`config.mk`:
```
export PLATFORM = sky130hd
export DESIGN_NAME = mlp_ctrl
export DESIGN_NICKNAME = d
export VERILOG_FILES = /design/src/hdl/mlp_pkg.sv /design/src/hdl/mlp_ctrl.sv
export VERILOG_INCLUDE_DIRS = /design/src /design/src/hdl
export SDC_FILE = /design/constraint.sdc
export NUM_CORES = 1
export LEC_CHECK = 0
export BUFFER_PORTS_ARGS = -buffer_cell sky130_fd_sc_hd__buf_2
export CAP_MARGIN = 15
export CORE_MARGIN = 2
export CORE_UTILIZATION = 40
export DETAILED_ROUTE_END_ITERATION = 6
export PLACE_DENSITY_LB_ADDON = 0.15
export SLEW_MARGIN = 20
export SYNTH_ARGS = -nofsm -noshare
export SYNTH_HDL_FRONTEND = slang
export SYNTH_SLANG_ARGS = --single-unit
```
`constraint.sdc`:
```
create_clock -name clk -period 4.1 [get_ports clk]
set_clock_uncertainty 0.05 [all_clocks]
set_input_delay 1.23 -clock clk [delete_from_list [all_inputs] [get_ports clk]]
set_output_delay 1.23 -clock clk [all_outputs]
set_load 0.01 [all_outputs]
```
`src/hdl/mlp_relu_inference_top_defines.svh`:
```
// assertion macros for the mlp inference block
`ifndef MLP_RELU_INFERENCE_TOP_DEFINES_SVH
`define MLP_RELU_INFERENCE_TOP_DEFINES_SVH

// same-cycle implication
`define MLP_ASSERT_IMP(lbl, clk, rst, ante, cons) \
  lbl: assert property (@(posedge clk) disable iff (rst) (ante) |-> (cons)) \
    else $error("mlp check failed");

// next-cycle implication
`define MLP_ASSERT_NXT(lbl, clk, rst, ante, cons) \
  lbl: assert property (@(posedge clk) disable iff (rst) (ante) |=> (cons)) \
    else $error("mlp check failed");

`endif

```
`src/hdl/mlp_pkg.sv`:
```
// shared types, constants and arithmetic helpers for the mlp inference block
package mlp_pkg;

  localparam int DEF_N_IN = 8;
  localparam int DEF_N_HID = 16;
  localparam int DEF_N_OUT = 4;
  localparam int DEF_PARAM_DEPTH = 2048;
  localparam int MAX_EMIT = 4;
  localparam int ADDR_W = 11;
  localparam int DATA_W = 32;

  localparam logic CMD_LOAD = 1'b0;
  localparam logic CMD_SAMPLE = 1'b1;

  localparam logic [2:0] LAYER_IN = 3'd0;
  localparam logic [2:0] LAYER_OUT = 3'd5;

  localparam logic signed [63:0] Q_ONE = 64'sd65536;

  typedef enum logic [3:0] {
    OP_NONE,
    OP_SC_DIFF,
    OP_SC_MUL,
    OP_SC_WR,
    OP_ACC_CLR,
    OP_MAC_MUL,
    OP_MAC_ACC,
    OP_B_ACC,
    OP_N_WR,
    OP_Y_U,
    OP_Y_LO,
    OP_Y_SUB,
    OP_Y_MUL,
    OP_Y_FIN
  } dp_op_t;

  typedef struct packed {
    dp_op_t     op;
    logic [2:0] layer;
    logic       out_last;
  } dp_cmd_t;

  function automatic logic signed [31:0] sat32(input logic signed [63:0] v);
    logic signed [31:0] r;
    if (v > 64'sd2147483647) r = 32'sh7fffffff;
    else if (v < -64'sd2147483648) r = 32'sh80000000;
    else r = v[31:0];
    return r;
  endfunction

  function automatic logic signed [63:0] sat_add64(input logic signed [63:0] a,
                                                   input logic signed [63:0] b);
    logic signed [64:0] s;
    logic signed [63:0] r;
    s = {a[63], a} + {b[63], b};
    if (s[64] != s[63]) r = s[64] ? {1'b1, 63'd0} : {1'b0, {63{1'b1}}};
    else r = s[63:0];
    return r;
  endfunction

endpackage

```
`src/hdl/mlp_ctrl.sv`:
```
// mlp controller: sequencing of scaling, layers and output words
`include "mlp_relu_inference_top_defines.svh"

module mlp_ctrl #(
  parameter int N_IN = mlp_pkg::DEF_N_IN,
  parameter int N_HID = mlp_pkg::DEF_N_HID,
  parameter int N_OUT = mlp_pkg::DEF_N_OUT,
  parameter int PARAM_DEPTH = mlp_pkg::DEF_PARAM_DEPTH,
  parameter int AW = $clog2(PARAM_DEPTH),
  parameter int CW = 4
) (
  input  logic              clk,
  input  logic              rst,
  input  logic              in_valid,
  input  logic              in_cmd,
  input  logic              in_last,
  output logic              in_ready,
  output logic              out_valid,
  input  logic              out_ready,
  output mlp_pkg::dp_cmd_t  cmd,
  output logic [AW-1:0]     p_raddr,
  output logic [CW-1:0]     i,
  output logic [CW-1:0]     j
);

  localparam int NEMIT = (N_OUT < mlp_pkg::MAX_EMIT) ? N_OUT : mlp_pkg::MAX_EMIT;
  localparam int OFS_XMIN = 0;
  localparam int OFS_XRCP = OFS_XMIN + N_IN;
  localparam int OFS_YMIN = OFS_XRCP + N_IN;
  localparam int OFS_YMAX = OFS_YMIN + N_OUT;
  localparam int OFS_IN_W = OFS_YMAX + N_OUT;
  localparam int OFS_IN_B = OFS_IN_W + N_HID * N_IN;
  localparam int OFS_HID = OFS_IN_B + N_HID;
  localparam int HID_SPAN = N_HID * N_HID + N_HID;
  localparam int OFS_OUT_W = OFS_HID + 4 * HID_SPAN;
  localparam int OFS_OUT_B = OFS_OUT_W + N_OUT * N_HID;

  typedef enum logic [4:0] {
    IDLE, SC_RD1, SC_RD2, SC_MUL, SC_WR, L_START, N_START, MAC_RD, MAC_MUL,
    MAC_ACC, B_RD, B_ACC, N_WR, Y_RD1, Y_RD2, Y_SUB, Y_MUL, Y_FIN, Y_WAIT
  } state_t;

  state_t         state;
  logic [2:0]     layer;
  logic [AW-1:0]  p0, p1, y0, y1;
  logic           out_last;
  logic [AW-1:0]  wb, bb;
  logic [CW-1:0]  fan_last, nd_last;
  mlp_pkg::dp_op_t op;

  function automatic logic [AW-1:0] inc(input logic [AW-1:0] p);
    return (p == AW'(PARAM_DEPTH - 1)) ? '0 : p + 1'b1;
  endfunction

  always_comb begin
    case (layer)
      3'd0: begin
        wb = AW'(OFS_IN_W % PARAM_DEPTH);
        bb = AW'(OFS_IN_B % PARAM_DEPTH);
      end
      3'd1: begin
        wb = AW'(OFS_HID % PARAM_DEPTH);
        bb = AW'((OFS_HID + N_HID * N_HID) % PARAM_DEPTH);
      end
      3'd2: begin
        wb = AW'((OFS_HID + HID_SPAN) % PARAM_DEPTH);
        bb = AW'((OFS_HID + HID_SPAN + N_HID * N_HID) % PARAM_DEPTH);
      end
      3'd3: begin
        wb = AW'((OFS_HID + 2 * HID_SPAN) % PARAM_DEPTH);
        bb = AW'((OFS_HID + 2 * HID_SPAN + N_HID * N_HID) % PARAM_DEPTH);
      end
      3'd4: begin
        wb = AW'((OFS_HID + 3 * HID_SPAN) % PARAM_DEPTH);
        bb = AW'((OFS_HID + 3 * HID_SPAN + N_HID * N_HID) % PARAM_DEPTH);
      end
      default: begin
        wb = AW'(OFS_OUT_W % PARAM_DEPTH);
        bb = AW'(OFS_OUT_B % PARAM_DEPTH);
      end
    endcase
    fan_last = (layer == mlp_pkg::LAYER_IN) ? CW'(N_IN - 1) : CW'(N_HID - 1);
    nd_last = (layer == mlp_pkg::LAYER_OUT) ? CW'(NEMIT - 1) : CW'(N_HID - 1);
  end

  always_comb begin
    case (state)
      SC_RD2:  op = mlp_pkg::OP_SC_DIFF;
      SC_MUL:  op = mlp_pkg::OP_SC_MUL;
      SC_WR:   op = mlp_pkg::OP_SC_WR;
      N_START: op = mlp_pkg::OP_ACC_CLR;
      MAC_MUL: op = mlp_pkg::OP_MAC_MUL;
      MAC_ACC: op = mlp_pkg::OP_MAC_ACC;
      B_ACC:   op = mlp_pkg::OP_B_ACC;
      N_WR:    op = mlp_pkg::OP_N_WR;
      Y_RD1:   op = mlp_pkg::OP_Y_U;
      Y_RD2:   op = mlp_pkg::OP_Y_LO;
      Y_SUB:   op = mlp_pkg::OP_Y_SUB;
      Y_MUL:   op = mlp_pkg::OP_Y_MUL;
      Y_FIN:   op = mlp_pkg::OP_Y_FIN;
      default: op = mlp_pkg::OP_NONE;
    endcase
    case (state)
      SC_RD2, B_RD: p_raddr = p1;
      Y_RD1:        p_raddr = y0;
      Y_RD2:        p_raddr = y1;
      default:      p_raddr = p0;
    endcase
    cmd.op = op;
    cmd.layer = layer;
    cmd.out_last = (i == CW'(NEMIT - 1));
    in_ready = (state == IDLE);
  end

  always_ff @(posedge clk) begin
    if (rst) begin
      state <= IDLE;
      layer <= '0;
      i <= '0;
      j <= '0;
      p0 <= '0;
      p1 <= '0;
      y0 <= '0;
      y1 <= '0;
      out_valid <= 1'b0;
      out_last <= 1'b0;
    end else begin
      case (state)
        IDLE: begin
          if (in_valid && in_cmd == mlp_pkg::CMD_SAMPLE && in_last) begin
            p0 <= AW'(OFS_XMIN % PARAM_DEPTH);
            p1 <= AW'(OFS_XRCP % PARAM_DEPTH);
            i <= '0;
            state <= SC_RD1;
          end
        end
        SC_RD1: begin
          p0 <= inc(p0);
          state <= SC_RD2;
        end
        SC_RD2: begin
          p1 <= inc(p1);
          state <= SC_MUL;
        end
        SC_MUL: state <= SC_WR;
        SC_WR: begin
          if (i == CW'(N_IN - 1)) begin
            layer <= mlp_pkg::LAYER_IN;
            state <= L_START;
          end else begin
            i <= i + 1'b1;
            state <= SC_RD1;
          end
        end
        L_START: begin
          p0 <= wb;
          p1 <= bb;
          i <= '0;
          y0 <= AW'(OFS_YMIN % PARAM_DEPTH);
          y1 <= AW'(OFS_YMAX % PARAM_DEPTH);
          state <= N_START;
        end
        N_START: begin
          j <= '0;
          state <= MAC_RD;
        end
        MAC_RD: begin
          p0 <= inc(p0);
          state <= MAC_MUL;
        end
        MAC_MUL: state <= MAC_ACC;
        MAC_ACC: begin
          if (j == fan_last) begin
            state <= B_RD;
          end else begin
            j <= j + 1'b1;
            state <= MAC_RD;
          end
        end
        B_RD: begin
          p1 <= inc(p1);
          state <= B_ACC;
        end
        B_ACC: state <= N_WR;
        N_WR: begin
          if (layer == mlp_pkg::LAYER_OUT) begin
            state <= Y_RD1;
          end else if (i == nd_last) begin
            layer <= layer + 1'b1;
            state <= L_START;
          end else begin
            i <= i + 1'b1;
            state <= N_START;
          end
        end
        Y_RD1: state <= Y_RD2;
        Y_RD2: state <= Y_SUB;
        Y_SUB: state <= Y_MUL;
        Y_MUL: state <= Y_FIN;
        Y_FIN: begin
          out_valid <= 1'b1;
          out_last <= (i == CW'(NEMIT - 1));
          state <= Y_WAIT;
        end
        Y_WAIT: begin
          if (out_ready) begin
            out_valid <= 1'b0;
            y0 <= inc(y0);
            y1 <= inc(y1);
            if (out_last) begin
              state <= IDLE;
            end else begin
              i <= i + 1'b1;
              state <= N_START;
            end
          end
        end
        default: state <= IDLE;
      endcase
    end
  end

  `MLP_ASSERT_IMP(a_no_take_while_out, clk, rst, out_valid, !in_ready)
  `MLP_ASSERT_NXT(a_start_busy, clk, rst, in_valid && in_ready && in_cmd == mlp_pkg::CMD_SAMPLE && in_last, !in_ready)
  `MLP_ASSERT_NXT(a_done_idle, clk, rst, out_valid && out_ready && out_last, in_ready && !out_valid)

endmodule

```
==> key figures <==
Place
  • PortBufs: 34
  • GPL Wtd Cong: 0.900
  • DP HPWL: 8580 µm

GRT
  • First-pass GRT wire length: around 19000 µm
  • Pin count of the biggest net entering global routing: 48
  • Vias in the first global route: 3750
  • Initial antenna violation count: 0
  • GRT Total Usage: 0.215
  • Total grt overflow: 0

Power
  • Max VDD drop: 0.146 mV
  • Total power: 1.21 mW
  • Pleak: approximately 1.7 nW
  • PwrDens: 263 nW/µm²

Cells and area
  • Commonest cells after routing, fill and taps aside: nor2_1 (68), dfxtp_1 (66), a21oi_1 (47), nand2_1 (40), buf_2 (34)
  • Area growth from synthesis to layout: 10.3%
  • Nets: 587
  • Final cell utilization of the core: 0.451
  • Fillers: approximately 1100
  • Commonest non-fill, non-tap cell in the layout: nor2_1
  • Antenna cell count: 0
  • Layout cells sized above 1: 0.135

Detailed routing
  • DRT Pass-1 Iters: 7
  • DR iter-0 viols: between 300 and 400
  • Post-DRT Antenna Nets: 0
  • Via Count: 4094
  • Drt via density: 5.81
  • Final wirelength: 11800 µm
  • Drt wl/cell: 16.7 µm
  • DRC: 0

Die
  • Die area: 11300 µm²
  • Ports: 35
  • Initial core utilization: 0.409
  • Core area: around 10000 µm²
  • Chip width: 106 µm
  • Num rows: 37
  • Die Height: between 100 and 150 µm

Worst setup path
  • Crit-path max FO: 21
  • Setup CP Type: register to primary output
  • CP required: 2.82 ns
  • Worst setup EP type: primary output
  • Slowest stage cell on the critical path: or3_1
  • Max incr delay on CP: 0.55 ns
  • Crit path cell chain: nor2_2 -> and4_1 -> or3_1 -> nor2_1 -> a21oi_1 -> buf_2
  • Critical Path AT: 2.47 ns
  • Worst setup SP type: register

Timing
  • Fmax: 0.267 GHz
  • Final setup fails: 0
  • RSZ-0062 raised after global routing: false
  • Max-slew violations: 0
  • Worst-Margin Slew: 0.809 ns
  • Min Clock Period, post-route: 3.75 ns
  • Final TNS setup: 0 ns
  • Period utilization: 0.914
  • Final Hold Viols: 0
  • Slew headroom: 0.457

Yosys
  • Most area-consuming cells after synthesis: dfxtp_1 (32%), nor2_1 (6.1%), a21oi_1 (5.6%)
  • Synth Instances: 538
  • Syn Std Cell Area: 4180 µm²
  • Most used DFF post-synth: dfxtp_1
  • Avg Inst Size Synth: 7.78 µm²
  • Synth Register Bits: 66
  • Post-Synthesis Net Count: 559
  • Unique cell type count in the Yosys netlist: 68
  • EDFF count, synth: 0
  • Asr flop ratio synth: 0
  • Register area share after synthesis: 0.316
  • Top-area cell type share of the netlist area: 0.316
  • YS warnings: 0
  • Area leader, netlist: dfxtp_1

Worst hold path
  • Hold Path Class: register to register

Outcome
  • Outcome: complete, no violations

Clock network
  • Sink Count: 66
  • Max clock buf depth: 2
  • CTS tree: yes
  • PostCTS Resize Cnt: 0
  • Hold_buf cts: 0
  • Post-CTS Repair Setup Buffers: 0
  • H-Tree Level Count: 3
  • Clk_lat worst skew: 0.35 ns
  • Clk root buf: clkbuf_8
  • Worst-path clk slew: roughly 0.070 ns
  • Cts bufs inserted: 9

Flow run
  • Max Cap Viol: 0
-- where the power goes --
part	switching, mW	leakage, nW	internal (mW)	total (mW)
Combinational	0.0563	1.10	0.0287	0.0850
Sequential	0.00352	0.532	0.644	0.647
Clock	0.254	0.0810	0.227	0.482
-- cell usage after synthesis (11+ instances only) --
cell type	n
dfxtp_1	66
or3_1	11
nor3_1	16
nand3_1	29
nand2_1	40
inv_1	19
a21oi_1	47
clkbuf_1	13
ha_1	15
o21ai_0	29
a222oi_1	11
a31oi_1	13
nor2_1	68
-- per-stage QoR --
stage	hold slack [ns]	std cells	instance area, µm²	setup slack [ns]
finish	0.446	705	4610	0.352
CTS	0.453	705	4610	0.394
detailed placement	0.444	691	4460	0.644
global route	0.475	705	4610	0.161
global placement	0.433	691	4460	0.707
floorplan	0.411	538	4180	0.960
-- cell type report --
cell class | instances | area (µm²) | area share
Multi-Input combinational cell | 426 | 2650 | 0.574
Sequential cell | 66 | 1320 | 0.286
Timing Repair Buffer | 44 | 245 | 0.0531
Tap cell | 136 | 170 | 0.0369
Clock buffer | 11 | 141 | 0.0306
Inverter | 19 | 71.3 | 0.0155
Clock inverter | 3 | 17.5 | 0.00380
-- cell families after synthesis --
group	after synthesis	synth area share
AND/OR/NAND/NOR	239	0.300
AO/OA/AOI/OAI	149	0.238
flip-flops	66	0.316
buffers and inverters	46	0.0514
XOR/XNOR	19	0.0398
adder cells (fa/ha/maj)	16	0.0475
multiplexers	3	0.00718
-- per-layer routing --
layer | vias up | global-route usage | share of wire
met1 | 1939 | 0.283 | 0.46
met2 | 100 | 0.352 | 0.48
li1 | 2039 | - | -
met4 | 0 | 0.0630 | 0.015
met3 | 16 | 0.0484 | 0.046
met5 | - | 0 | 0
-- path summary, 6_finish.rpt --
check        cells past startpoint       from         end  slack [ns]
max                              6   state[4]  p_raddr[8]        0.35
min                              2  out_valid   out_valid        0.45
max reg2reg                     11   state[2]       op[0]        1.18
min reg2reg                      2  out_valid   out_valid        0.45
-- state kept, by name (all words and copies together), names as in the netlist --
signal,cells
p1,11
op,4
state,5
out_last,1
j,4
y1,11
p0,11
out_valid,1
layer,3
y0,11
i,4
-- critical path, delay by kind of cell (launching register included) --
kind / cells / cell delay, ns
buffers and inverters: 1 / 0.15
AOI/OAI and AO/OA: 1 / 0.15
DFF: 1 / 0.32
and+or+nand+nor: 4 / 1.49
Power figures use the tool's default switching activity.
